File: src/hdl/rsd_pkg.sv
// ----------------------------------------------------------------------------
// rsd_pkg
// Shared widths, register codes, types and the glyph table of the radix
// seven-segment digit encoder.
// ----------------------------------------------------------------------------
package rsd_pkg;

   // field widths
   localparam int VALUE_WIDTH    = 31;
   localparam int BASE_WIDTH     = 5;
   localparam int COUNT_WIDTH    = 4;
   localparam int POS_WIDTH      = 3;
   localparam int SEG_WIDTH      = 8;
   localparam int REM_WIDTH      = 4;
   localparam int MAX_DIGITS     = 8;

   // bit-serial divider step counter
   localparam int DIV_CNT_WIDTH  = 5;
   localparam logic [DIV_CNT_WIDTH-1:0] DIV_STEPS = DIV_CNT_WIDTH'(VALUE_WIDTH);

   // configuration port
   localparam int CSR_IDX_WIDTH  = 2;
   localparam int CSR_DATA_WIDTH = 5;
   localparam logic [CSR_IDX_WIDTH-1:0] CSR_NUMBER_BASE  = 2'd0;
   localparam logic [CSR_IDX_WIDTH-1:0] CSR_COMMON_ANODE = 2'd1;
   localparam logic [CSR_IDX_WIDTH-1:0] CSR_DIGIT_COUNT  = 2'd2;

   localparam logic [BASE_WIDTH-1:0]  BASE_MIN    = 5'd2;
   localparam logic [BASE_WIDTH-1:0]  BASE_MAX    = 5'd16;
   localparam logic [BASE_WIDTH-1:0]  BASE_RESET  = 5'd10;
   localparam logic [COUNT_WIDTH-1:0] COUNT_MIN   = 4'd1;
   localparam logic [COUNT_WIDTH-1:0] COUNT_MAX   = COUNT_WIDTH'(MAX_DIGITS);
   localparam logic [COUNT_WIDTH-1:0] COUNT_RESET = 4'd4;

   localparam logic [SEG_WIDTH-1:0] DOT_BIT = 8'h80;

   // divider status seen by the sequencer
   typedef struct packed {
      logic busy;
      logic done;
   } div_status_type;

   // hexadecimal seven-segment symbol, segments G..A in bits 6..0
   function automatic logic [SEG_WIDTH-1:0] glyph(input logic [REM_WIDTH-1:0] sym);
      logic [SEG_WIDTH-1:0] pat;
      case (sym)
         4'h0:    pat = 8'h3F;
         4'h1:    pat = 8'h06;
         4'h2:    pat = 8'h5B;
         4'h3:    pat = 8'h4F;
         4'h4:    pat = 8'h66;
         4'h5:    pat = 8'h6D;
         4'h6:    pat = 8'h7D;
         4'h7:    pat = 8'h07;
         4'h8:    pat = 8'h7F;
         4'h9:    pat = 8'h67;
         4'hA:    pat = 8'h77;
         4'hB:    pat = 8'h7C;
         4'hC:    pat = 8'h39;
         4'hD:    pat = 8'h5E;
         4'hE:    pat = 8'h79;
         4'hF:    pat = 8'h71;
         default: pat = 8'h00;
      endcase
      return pat;
   endfunction

endpackage

File: src/hdl/rsd_if.sv
// ----------------------------------------------------------------------------
// rsd_if
// Valid/ready channels of the encoder: the request item and the result item.
// ----------------------------------------------------------------------------
interface rsd_req_if;
   import rsd_pkg::*;

   logic                   valid;
   logic                   ready;
   logic [VALUE_WIDTH-1:0] value;
   logic                   dot_enable;
   logic [POS_WIDTH-1:0]   dot_position;

   modport source (output valid, value, dot_enable, dot_position, input ready);
   modport sink   (input valid, value, dot_enable, dot_position, output ready);
endinterface

interface rsd_rsp_if;
   import rsd_pkg::*;

   logic                 valid;
   logic                 ready;
   logic [SEG_WIDTH-1:0] segment_pattern;
   logic [POS_WIDTH-1:0] digit_index;
   logic                 last_digit;
   logic                 rejected;

   modport source (output valid, segment_pattern, digit_index, last_digit, rejected,
                   input ready);
   modport sink   (input valid, segment_pattern, digit_index, last_digit, rejected,
                   output ready);
endinterface

File: src/hdl/rsd_divider.sv
// ----------------------------------------------------------------------------
// rsd_divider
// Restoring divider, one quotient bit per cycle. Splits off one digit of the
// value: quotient and remainder by a small base.
// ----------------------------------------------------------------------------
module rsd_divider (
   input  logic                              clock,
   input  logic                              reset,
   input  logic                              start,
   input  logic [rsd_pkg::VALUE_WIDTH-1:0]   dividend,
   input  logic [rsd_pkg::BASE_WIDTH-1:0]    divisor,
   output logic [rsd_pkg::VALUE_WIDTH-1:0]   quotient,
   output logic [rsd_pkg::REM_WIDTH-1:0]     remainder,
   output rsd_pkg::div_status_type           status
);
   import rsd_pkg::*;

   logic [VALUE_WIDTH-1:0]   quo_ff, quo_in;
   logic [REM_WIDTH-1:0]     rem_ff, rem_in;
   logic [BASE_WIDTH-1:0]    div_ff, div_in;
   logic [DIV_CNT_WIDTH-1:0] cnt_ff, cnt_in;
   logic                     busy_ff, busy_in;
   logic                     done_ff, done_in;

   // partial remainder with the next dividend bit brought down
   logic [BASE_WIDTH-1:0] trial;
   logic [BASE_WIDTH-1:0] diff;
   logic                  fits;

   assign trial = {rem_ff, quo_ff[VALUE_WIDTH-1]};
   assign fits  = (trial >= div_ff);
   assign diff  = trial - div_ff;

   // next state
   always_comb begin
      quo_in  = quo_ff;
      rem_in  = rem_ff;
      div_in  = div_ff;
      cnt_in  = cnt_ff;
      busy_in = busy_ff;
      done_in = done_ff;
      if (start) begin
         quo_in  = dividend;
         rem_in  = '0;
         div_in  = divisor;
         cnt_in  = DIV_STEPS;
         busy_in = 1'b1;
         done_in = 1'b0;
      end else if (busy_ff) begin
         // remainder stays below the divisor, so it fits in REM_WIDTH bits
         rem_in = fits ? diff[REM_WIDTH-1:0] : trial[REM_WIDTH-1:0];
         quo_in = {quo_ff[VALUE_WIDTH-2:0], fits};
         cnt_in = cnt_ff - 1'b1;
         if (cnt_ff == DIV_CNT_WIDTH'(1)) begin
            busy_in = 1'b0;
            done_in = 1'b1;
         end
      end
   end

   always_ff @(posedge clock) begin
      if (reset) begin
         busy_ff <= 1'b0;
         done_ff <= 1'b0;
         cnt_ff  <= '0;
      end else begin
         busy_ff <= busy_in;
         done_ff <= done_in;
         cnt_ff  <= cnt_in;
      end
      quo_ff <= quo_in;
      rem_ff <= rem_in;
      div_ff <= div_in;
   end

   assign quotient    = quo_ff;
   assign remainder   = rem_ff;
   assign status.busy = busy_ff;
   assign status.done = done_ff;

   // checks
   a_done_not_busy: assert property (@(posedge clock) disable iff (reset)
      !(done_ff && busy_ff))
      else $error("divider done while still busy");

   a_start_busy: assert property (@(posedge clock) disable iff (reset)
      start |=> busy_ff && !done_ff)
      else $error("divider did not start");

   a_done_after_busy: assert property (@(posedge clock) disable iff (reset)
      $rose(done_ff) |-> $past(busy_ff) && $past(cnt_ff) == DIV_CNT_WIDTH'(1))
      else $error("divider finished early");

endmodule

File: src/hdl/radix_seven_segment_digit_encoder_top.sv
// ----------------------------------------------------------------------------
// radix_seven_segment_digit_encoder_top
// Splits a value into digits of a configured base, least significant first,
// and emits one seven-segment pattern per digit, or one rejected result.
//
//   channel  dir  payload                                            item is
//   req_ch   in   value, dot_enable, dot_position                    update
//   rsp_ch   out  segment_pattern, digit_index, last_digit, rejected one digit
//   csr_*    in   csr_we, csr_index, csr_data                        reg write
//
// Each digit runs through the divider steps (one quotient bit per cycle); then
// the sequencer sees the divider finish and, once the output is free, loads the
// output register, which also starts the divider on the next digit.
// Reset is synchronous; it restores base 10, common cathode and four digits.
// The block takes a new item once the last digit of the previous one is in
// the output register; a stalled output holds the next digit in the divider.
// ----------------------------------------------------------------------------
module radix_seven_segment_digit_encoder_top (
   input  logic                                clock,
   input  logic                                reset,
   rsd_req_if.sink                             req_ch,
   rsd_rsp_if.source                           rsp_ch,
   input  logic                                csr_we,
   input  logic [rsd_pkg::CSR_IDX_WIDTH-1:0]   csr_index,
   input  logic [rsd_pkg::CSR_DATA_WIDTH-1:0]  csr_data
);
   import rsd_pkg::*;

   typedef enum logic [1:0] {
      S_IDLE,
      S_DIV,
      S_EMIT,
      S_REJECT
   } state_type;

   // configuration registers
   logic [BASE_WIDTH-1:0]  base_ff;
   logic                   anode_ff;
   logic [COUNT_WIDTH-1:0] count_ff;

   always_ff @(posedge clock) begin
      if (reset) begin
         base_ff  <= BASE_RESET;
         anode_ff <= 1'b0;
         count_ff <= COUNT_RESET;
      end else if (csr_we) begin
         case (csr_index)
            CSR_NUMBER_BASE: begin
               if (csr_data >= BASE_MIN && csr_data <= BASE_MAX) begin
                  base_ff <= csr_data;
               end
            end
            CSR_COMMON_ANODE: anode_ff <= csr_data[0];
            CSR_DIGIT_COUNT: begin
               if (csr_data[COUNT_WIDTH-1:0] >= COUNT_MIN &&
                   csr_data[COUNT_WIDTH-1:0] <= COUNT_MAX) begin
                  count_ff <= csr_data[COUNT_WIDTH-1:0];
               end
            end
            default: ;
         endcase
      end
   end

   // sequencer state and registered outputs
   state_type              state_ff, state_in;
   logic [COUNT_WIDTH-1:0] cnt_ff, cnt_in;
   logic                   dot_en_ff, dot_en_in;
   logic [POS_WIDTH-1:0]   dot_pos_ff, dot_pos_in;
   logic [POS_WIDTH-1:0]   digit_ff, digit_in;
   logic                   rsp_valid_ff, rsp_valid_in;
   logic [SEG_WIDTH-1:0]   seg_ff, seg_in;
   logic [POS_WIDTH-1:0]   idx_ff, idx_in;
   logic                   last_ff, last_in;
   logic                   rej_ff, rej_in;

   // divider hookup
   logic                   div_start;
   logic [VALUE_WIDTH-1:0] div_dividend;
   logic [VALUE_WIDTH-1:0] div_quotient;
   logic [REM_WIDTH-1:0]   div_remainder;
   div_status_type         div_status;

   rsd_divider u_divider (
      .clock     (clock),
      .reset     (reset),
      .start     (div_start),
      .dividend  (div_dividend),
      .divisor   (base_ff),
      .quotient  (div_quotient),
      .remainder (div_remainder),
      .status    (div_status)
   );

   logic                   out_free;
   logic                   is_last;
   logic                   dot_reject;
   logic [SEG_WIDTH-1:0]   digit_pat;

   assign out_free   = !rsp_valid_ff || rsp_ch.ready;
   assign is_last    = ({1'b0, digit_ff} == (cnt_ff - 1'b1));
   assign dot_reject = req_ch.dot_enable &&
                       ({1'b0, req_ch.dot_position} > (count_ff - 1'b1));

   // pattern of the digit just split off: glyph, dot, polarity
   always_comb begin
      digit_pat = glyph(div_remainder);
      if (dot_en_ff && digit_ff == dot_pos_ff) begin
         digit_pat = digit_pat | DOT_BIT;
      end
      if (anode_ff) begin
         digit_pat = ~digit_pat;
      end
   end

   // next state
   always_comb begin
      state_in     = state_ff;
      cnt_in       = cnt_ff;
      dot_en_in    = dot_en_ff;
      dot_pos_in   = dot_pos_ff;
      digit_in     = digit_ff;
      rsp_valid_in = rsp_valid_ff;
      seg_in       = seg_ff;
      idx_in       = idx_ff;
      last_in      = last_ff;
      rej_in       = rej_ff;
      div_start    = 1'b0;
      div_dividend = div_quotient;

      if (rsp_valid_ff && rsp_ch.ready) begin
         rsp_valid_in = 1'b0;
      end

      case (state_ff)
         S_IDLE: begin
            div_dividend = req_ch.value;
            if (req_ch.valid) begin
               cnt_in     = count_ff;
               dot_en_in  = req_ch.dot_enable;
               dot_pos_in = req_ch.dot_position;
               digit_in   = '0;
               if (dot_reject) begin
                  state_in = S_REJECT;
               end else begin
                  div_start = 1'b1;
                  state_in  = S_DIV;
               end
            end
         end
         S_DIV: begin
            if (div_status.done) begin
               state_in = S_EMIT;
            end
         end
         S_EMIT: begin
            if (out_free) begin
               rsp_valid_in = 1'b1;
               seg_in       = digit_pat;
               idx_in       = digit_ff;
               last_in      = is_last;
               rej_in       = 1'b0;
               if (is_last) begin
                  state_in = S_IDLE;
               end else begin
                  digit_in  = digit_ff + 1'b1;
                  div_start = 1'b1;
                  state_in  = S_DIV;
               end
            end
         end
         S_REJECT: begin
            if (out_free) begin
               rsp_valid_in = 1'b1;
               seg_in       = '0;
               idx_in       = '0;
               last_in      = 1'b1;
               rej_in       = 1'b1;
               state_in     = S_IDLE;
            end
         end
         default: state_in = S_IDLE;
      endcase
   end

   always_ff @(posedge clock) begin
      if (reset) begin
         state_ff     <= S_IDLE;
         rsp_valid_ff <= 1'b0;
      end else begin
         state_ff     <= state_in;
         rsp_valid_ff <= rsp_valid_in;
      end
      cnt_ff     <= cnt_in;
      dot_en_ff  <= dot_en_in;
      dot_pos_ff <= dot_pos_in;
      digit_ff   <= digit_in;
      seg_ff     <= seg_in;
      idx_ff     <= idx_in;
      last_ff    <= last_in;
      rej_ff     <= rej_in;
   end

   assign req_ch.ready           = (state_ff == S_IDLE);
   assign rsp_ch.valid           = rsp_valid_ff;
   assign rsp_ch.segment_pattern = seg_ff;
   assign rsp_ch.digit_index     = idx_ff;
   assign rsp_ch.last_digit      = last_ff;
   assign rsp_ch.rejected        = rej_ff;

   // checks
   a_reject_shape: assert property (@(posedge clock) disable iff (reset)
      rsp_valid_ff && rej_ff |-> last_ff && idx_ff == '0 && seg_ff == '0)
      else $error("rejected item is not a lone blank result");

   a_idle_div_quiet: assert property (@(posedge clock) disable iff (reset)
      state_ff == S_IDLE |-> !div_status.busy)
      else $error("divider running while idle");

   a_digit_in_range: assert property (@(posedge clock) disable iff (reset)
      state_ff == S_DIV || state_ff == S_EMIT |-> {1'b0, digit_ff} < cnt_ff)
      else $error("digit index beyond digit count");

   a_start_when_free: assert property (@(posedge clock) disable iff (reset)
      div_start |-> !div_status.busy)
      else $error("divider restarted while busy");

endmodule
File: src/flat_wrapper.sv
// flat-port wrapper written by rule: the top's interface ports become plain ports
module radix_seven_segment_digit_encoder_top_flat import rsd_pkg::*;
  (clock, reset, csr_we, csr_index, csr_data, req_ch_valid, req_ch_value, req_ch_dot_enable, req_ch_dot_position, req_ch_ready, rsp_ch_valid, rsp_ch_segment_pattern, rsp_ch_digit_index, rsp_ch_last_digit, rsp_ch_rejected, rsp_ch_ready);
  rsd_req_if req_ch_i ();
  rsd_rsp_if rsp_ch_i ();
  input  logic clock;
  input  logic reset;
  input  logic csr_we;
  input  logic [rsd_pkg::CSR_IDX_WIDTH-1:0] csr_index;
  input  logic [rsd_pkg::CSR_DATA_WIDTH-1:0] csr_data;
  input wire logic [$bits(req_ch_i.valid)-1:0] req_ch_valid;
  input wire logic [$bits(req_ch_i.value)-1:0] req_ch_value;
  input wire logic [$bits(req_ch_i.dot_enable)-1:0] req_ch_dot_enable;
  input wire logic [$bits(req_ch_i.dot_position)-1:0] req_ch_dot_position;
  output wire logic [$bits(req_ch_i.ready)-1:0] req_ch_ready;
  output wire logic [$bits(rsp_ch_i.valid)-1:0] rsp_ch_valid;
  output wire logic [$bits(rsp_ch_i.segment_pattern)-1:0] rsp_ch_segment_pattern;
  output wire logic [$bits(rsp_ch_i.digit_index)-1:0] rsp_ch_digit_index;
  output wire logic [$bits(rsp_ch_i.last_digit)-1:0] rsp_ch_last_digit;
  output wire logic [$bits(rsp_ch_i.rejected)-1:0] rsp_ch_rejected;
  input wire logic [$bits(rsp_ch_i.ready)-1:0] rsp_ch_ready;
  assign req_ch_i.valid = req_ch_valid;
  assign req_ch_i.value = req_ch_value;
  assign req_ch_i.dot_enable = req_ch_dot_enable;
  assign req_ch_i.dot_position = req_ch_dot_position;
  assign req_ch_ready = req_ch_i.ready;
  assign rsp_ch_valid = rsp_ch_i.valid;
  assign rsp_ch_segment_pattern = rsp_ch_i.segment_pattern;
  assign rsp_ch_digit_index = rsp_ch_i.digit_index;
  assign rsp_ch_last_digit = rsp_ch_i.last_digit;
  assign rsp_ch_rejected = rsp_ch_i.rejected;
  assign rsp_ch_i.ready = rsp_ch_ready;
  radix_seven_segment_digit_encoder_top u_core (.clock(clock), .reset(reset), .req_ch(req_ch_i), .rsp_ch(rsp_ch_i), .csr_we(csr_we), .csr_index(csr_index), .csr_data(csr_data));
endmodule
File: config.mk
export PLATFORM = sky130hd
export DESIGN_NAME = radix_seven_segment_digit_encoder_top_flat
export DESIGN_NICKNAME = d
export VERILOG_FILES = /design/src/hdl/rsd_pkg.sv /design/src/hdl/rsd_if.sv /design/src/hdl/rsd_divider.sv /design/src/hdl/radix_seven_segment_digit_encoder_top.sv /design/src/flat_wrapper.sv
export SDC_FILE = /design/constraint.sdc
export NUM_CORES = 1
export LEC_CHECK = 0
export ABC_AREA = 1
export ABC_CLOCK_PERIOD_IN_PS = 3020
export BUFFER_PORTS_ARGS = -buffer_cell sky130_fd_sc_hd__buf_2
export CORE_MARGIN = 5
export CORE_UTILIZATION = 52
export DETAILED_ROUTE_END_ITERATION = 16
export GPL_TIMING_DRIVEN = 0
export HOLD_SLACK_MARGIN = 0.08
export PLACE_DENSITY = 0.78
export SETUP_SLACK_MARGIN = 0.1
export SYNTH_ARGS = -nofsm -noshare
export SYNTH_HDL_FRONTEND = slang
export SYNTH_SLANG_ARGS = --single-unit
export TNS_END_PERCENT = 30
File: constraint.sdc
create_clock -name clock -period 3.02 [get_ports clock]
set_clock_uncertainty 0.1 [all_clocks]
set_input_delay 0.604 -clock clock [delete_from_list [all_inputs] [get_ports clock]]
set_output_delay 0.604 -clock clock [all_outputs]
set_load 0.05 [all_outputs]
After elaboration in Yosys (flattened, before gate mapping):

Memories as Yosys holds them, arrays and structs flattened. A register that Yosys moved wholly into a read port is not among the register bits.
Index checks and enable logic that the tools add are counted.
W data, S select, Z words.

* flip-flop bits (word level): 84
* ROM bits: 112
* memory bits (writable): 0
* latch bits: 0
* memories: 1
* output and inout port bits: 15

Memories
* (no name shown): depth 16, width 7, read ports 1, clocked after memory_dff 1, wr ports 0, RTL line rsd_pkg.sv:46 `case (sym)`

* muxes and demuxes: 43
* bitwise gates (word level): 1
* multiply operators: 0
* order comparisons: 6
* eq/ne operators: 14
* reduce and logical (&&, ||, !) cells: 23
* add/sub/neg operators: 5
* divide/modulo/power cells: 0
* shifts and indexed selects: 0

Operators by type and width (number)
* $mux W31: 3
* $mux W8: 4
* $pmux W8 S2: 1
* $mux W3: 5
* $mux W1: 14
* $mux W4: 3
* $pmux W3 S2: 2
* $mux W2: 5
* $mux W5: 2
* $reduce_and A3 Y1: 3
* $ne A2 B2 Y1 const B: 4
* $not A8 Y8: 1
* $pmux W2 S4: 1
* $reduce_and A2 Y1: 4
* $reduce_and A4 Y1: 2
* $sub A4 B1 Y4 const B: 2
* $eq A2 B2 Y1 const B: 3
* $pmux W1 S2: 3
* $reduce_bool A2 Y1: 3
* $eq A5 B1 Y1 const B: 1
* $ge A5 B2 Y1 const B: 1
* $ge A5 B5 Y1: 1
* $le A5 B5 Y1 const B: 1
* $logic_and A1 B1 Y1: 5
* 14 further kinds: 18

Depth between registers and ports, before layout:

* word-level depth: 8
* depth in mapped cells: 20

Modules after synthesis:

Synthesis repeated with hierarchy kept, for this count alone.

* cell total of the unflattened synthesis: 503
* area, all modules: 4595.7 µm²

By module, submodules not included
* radix_seven_segment_digit_encoder_top: instances 1, area each 2378.5 µm², cells each 264
* rsd_divider: instances 1, area each 2217.1 µm², cells each 239

Worst setup path before layout:

Ideal clock, no wire load.

* path type: register to register
* from: register u_core.count_ff[0]
* to: register u_core.u_divider.quo_ff[0] (netlist: u_core.u_divider.quotient[0]) (enable)
* data arrival time: 2.383 ns
* stages on the path, launching flop included: 15
* slack: 0.148 ns
* period minus slack after synthesis: 2.872 ns
* setup time: 0.388 ns
* cells stage by stage: dfxtp_1 inv_1 ha_1 xnor2_1 ha_1 nand3_1 nand2_1 nor2_1 nand3_1 nand2_1 nand2_2 inv_2 buf_6 nand2_1 nand2_1

* longest elaborated chain between the ends: 8
* elaborated cells between the ends (all ways): 9

RTL lines
* start: declaration: RTL line radix_seven_segment_digit_encoder_top.sv:39 `logic [COUNT_WIDTH-1:0] count_ff;`
* start signal: assignment: RTL line radix_seven_segment_digit_encoder_top.sv:57 `count_ff <= csr_data[COUNT_WIDTH-1:0];`
* $sub A4 B1 Y4 (*): RTL line radix_seven_segment_digit_encoder_top.sv:103 `({1'b0, req_ch.dot_position} > (count_ff - 1'b1));`
* $gt A3 B4 Y1 (*): RTL line radix_seven_segment_digit_encoder_top.sv:103
* $logic_and A1 B1 Y1 (*): RTL line radix_seven_segment_digit_encoder_top.sv:102 `assign dot_reject = req_ch.dot_enable &&`
* $mux W1 (*): RTL line radix_seven_segment_digit_encoder_top.sv:143 `if (dot_reject) begin`
* $mux W1 (*): RTL line radix_seven_segment_digit_encoder_top.sv:138 `if (req_ch.valid) begin`
* $pmux W1 S2 (*): RTL line radix_seven_segment_digit_encoder_top.sv:135 `case (state_ff)`
* $ne A2 B2 Y1 (no line) / $reduce_bool A2 Y1 (equally long branches)
* $reduce_and A2 Y1 (no line) (*)
* end signal: assignment: RTL line rsd_divider.sv:71 `quo_ff <= quo_in;`
* end: declaration: RTL line rsd_divider.sv:18 `logic [VALUE_WIDTH-1:0] quo_ff, quo_in;`

Every way passes the cells marked *; elsewhere a longest branch is shown, timed or not.
A chain may end at the register's enable or synchronous reset.

==> results.yml <==
outcome:
  status: "completed"
detailed_routing:
  finalWirelength_um: 8140
  final_antenna_net_count: 0
  wire_per_inst_um: 11.7
  vias: 3332
  drtIter0Drc: 144
  dr.pass1.iters: 4
  drc_errors: 0
  vias_per_cell: 4.79
grt:
  grt_pass1_vias: 3237
  antenna_found_initial: 0
  grt-ovfl-total: 0
  grt_pass1_wl_um: 13900
  grt_max_degree: 32
  grtUsageTotal_pct: 16.6
clock_network:
  cts_sinks: 91
  cts_tree: "built"
  path_clk_slew_ns: 0.09
  cts_made_buffers: 9
  root_buffer: "clkbuf_8"
  htreeDepth: 3
  clk_latency_ns: 0.36
  cts_hold_buf: 0
  cts_buffer_depth: 2
worst_setup_path:
  cp_max_fo: 7
  path_common_cell: "nand2_1"
  slowest_stage: "dfxtp_2"
  path_delay_family: "simple AND/OR/NAND/NOR gates"
  startpoint_type: "flip-flop"
  arrival_ns: 2.87
  cp.required_ns: 3.17
  path_class: "flip-flop to flip-flop"
  path_buf_inv: 4
  slowest_delay_ns: 0.35
  end_kind: "flip-flop"
  path_cells: "inv_1 > ha_2 > xnor2_1 > ha_1 > nand3_1 > nand2_1 > nor2_1 > nand3_2 > nand2_2 > nand2_4 > inv_4 > buf_6 > buf_8 > nand2_1 > ha_1 > nand3b_1 > nand3_1 > nand2_1"
timing:
  max_slew_margin_pct: 38.2
  layout_min_cycle_time_ns: 2.71
  worstMarginPinSlew_ns: 0.924
  rsz0062_at_grt: "false"
  hold_viol_final: 0
  max_freq_ghz: 0.368
  tns_ns: 0
  final-setup-viol-count: 0
  drv_slew: 0
  post-route-period-util_pct: 89.9
logic_synthesis:
  syn_area_um2: 4490
  synth_area_leaders: "edfxtp_1, nand2_1, dfxtp_1, ha_1, inv_1"
  synth_seq_cells: 91
  ys_seq_area_share_pct: 53.9
  synth_top_area_share_pct: 40.1
  ys_types: 30
  synth_edf_count: 60
  synth_nets: 574
  async_reset_ff_share_pct: 0
  synth_top_area_cell: "edfxtp_1"
  syn_area_per_cell_um2: 8.88
  syn_inst: 506
  yosysWarnings: 0
  synthTopCellsByCount: "nand2_1, edfxtp_1, inv_1"
  synth_most_common_cell: "nand2_1"
  synthFlopType: "edfxtp_1"
pwr:
  p_total_mw: 3.89
  powerDensity_nw_per_um2: 747
  peakVddDrop_mv: 0.385
  leakagePower_nw: 2.50
die:
  start_util_pct: 52.5
  io_pins: 62
  fp-row-count: 34
  core_area_um2: 8550
  die_h_um: 103
  die-area_um2: 10600
  dieWidth_um: 103
finish:
  syn2layout_area_growth_pct: 16.0
  nets: 651
  design_area_um2: 5210
  n_antenna_cell: 0
  drive_above_1_share_pct: 20.1
run:
  max_cap_violations: 0
placed_design:
  gp_congestion: 0.897
  placed_cell_area_um2: 4930
  portBuffers: 61
  dp_hpwl_um: 6140
hold_path:
  hp-class: "input port to flip-flop"
-- metrics by stage --
step | setup WS [ns] | std cells | hold WS (ns) | util, %
final | 0.306 | 696 | 0.332 | 60.9
after global routing | 0.104 | 696 | 0.316 | 60.9
after CTS | 0.0288 | 691 | 0.323 | 60.0
after detailed placement | -0.428 | 675 | 0.324 | 57.7
after global placement | -0.316 | 675 | 0.321 | 57.7
after floorplan | 0.148 | 506 | 0.308 | -
-- layout make-up --
| class | instances | area (um2) |
|---|---|---|
| Sequential cell | 91 | 2420 |
| Fill cell | 720 | 3340 |
| Clock inverter | 6 | 63.8 |
| Timing Repair Buffer | 66 | 343 |
| Inverter | 61 | 231 |
| Tap cell | 108 | 135 |
| Multi-Input combinational cell | 341 | 1790 |
| Clock buffer | 10 | 128 |
| Buffer | 13 | 95.1 |
-- cells by family (layout without fill, tap and decap cells) --
group                    Yosys count  after routing  share of synthesized area, %
AND/OR/NAND/NOR                  270            270                          25.4
adder cells (fa/ha/maj)           21             21                          6.02
flip-flops                        91             91                          53.9
AO/OA/AOI/OAI                     34             34                          4.59
XOR/XNOR                          16             16                          3.12
buffers and inverters             74            156                          6.96
-- placed cells by master, fill, tap and decap left out, types with 2 or more instances in the layout --
| master | netlist | final |
|---|---|---|
| nand2_2 | 6 | 7 |
| nand3b_1 | 3 | 3 |
| nor3_1 | 3 | 3 |
| a21oi_4 | 2 | 2 |
| clkbuf_1 | 3 | 4 |
| xnor2_1 | 11 | 11 |
| inv_6 | 0 | 2 |
| dfxtp_1 | 31 | 29 |
| nand3_1 | 23 | 22 |
| o21ai_1 | 2 | 2 |
| clkbuf_8 | 0 | 9 |
| buf_2 | 4 | 65 |
| buf_6 | 2 | 3 |
| nor2_1 | 45 | 45 |
| nand2_4 | 2 | 5 |
| buf_4 | 4 | 7 |
| nand4_1 | 6 | 6 |
| nand2_1 | 177 | 173 |
| a21oi_1 | 11 | 11 |
| nand3_2 | 4 | 5 |
| ha_1 | 20 | 19 |
| dfxtp_2 | 0 | 2 |
| o21ai_0 | 13 | 13 |
| edfxtp_1 | 60 | 60 |
| inv_2 | 3 | 4 |
| xor2_1 | 5 | 5 |
| a211oi_1 | 3 | 3 |
| inv_1 | 58 | 56 |
-- what timing repair did --
| action | in CTS | in global routing |
|---|---|---|
| endpoints found under the setup margin | 34 | 38 |
| resized for setup | 2 | 15 |
| cloned | 0 | 0 |
| pin swaps | 0 | 4 |
| setup buffers | 0 | 5 |
-- metal layers --
metal	part of all wire [%]	wire length [um]	track usage, %	vias to the layer above
li1	-	-	-	1767
met5	0	0	0	-
met2	51	4120	28.7	58
met4	0.54	44	5.68	0
met1	44	3580	20.1	1502
met3	4.9	400	4.26	5
-- state kept, by name, indices dropped and copies added, names as in the netlist, named ones only --
| signal | cells |
|---|---|
| u_core.u_divider.cnt_ff | 5 |
| u_core.rsp_ch.segment_pattern | 8 |
| u_core.cnt_ff | 4 |
| u_core.dot_en_ff | 1 |
| u_core.rsp_ch.digit_index | 3 |
| u_core.u_divider.remainder | 4 |
| u_core.u_divider.done_ff | 1 |
| u_core.count_ff | 4 |
| u_core.state_ff | 2 |
| u_core.digit_ff | 3 |
| u_core.u_divider.quotient | 31 |
| u_core.rsp_ch.last_digit | 1 |
| u_core.rsp_ch.rejected | 1 |
| u_core.u_divider.busy_ff | 1 |
| u_core.anode_ff | 1 |
| u_core.u_divider.div_ff | 5 |
| u_core.base_ff | 5 |
| u_core.rsp_ch.valid | 1 |
| u_core.dot_pos_ff | 3 |
-- power by group --
part           internal [mW]  total, mW  switching (mW)
clock network          0.385      0.811           0.426
logic                  0.459       1.28           0.817
registers               1.70       1.81           0.111
total                   2.54       3.89            1.35
-- path summary, 6_finish.rpt --
path / from / to / slack (ns) / cells past startpoint
max: u_core.count_ff[1] / flip-flop / 0.31 / 18
min: req_ch_dot_position[0] / u_core.dot_pos_ff[0] / 0.33 / 1
max reg2reg: u_core.count_ff[1] / flip-flop / 0.31 / 18
min reg2reg: u_core.base_ff[0] / u_core.u_divider.div_ff[0] / 0.34 / 0
Power figures use the tool's default switching activity.
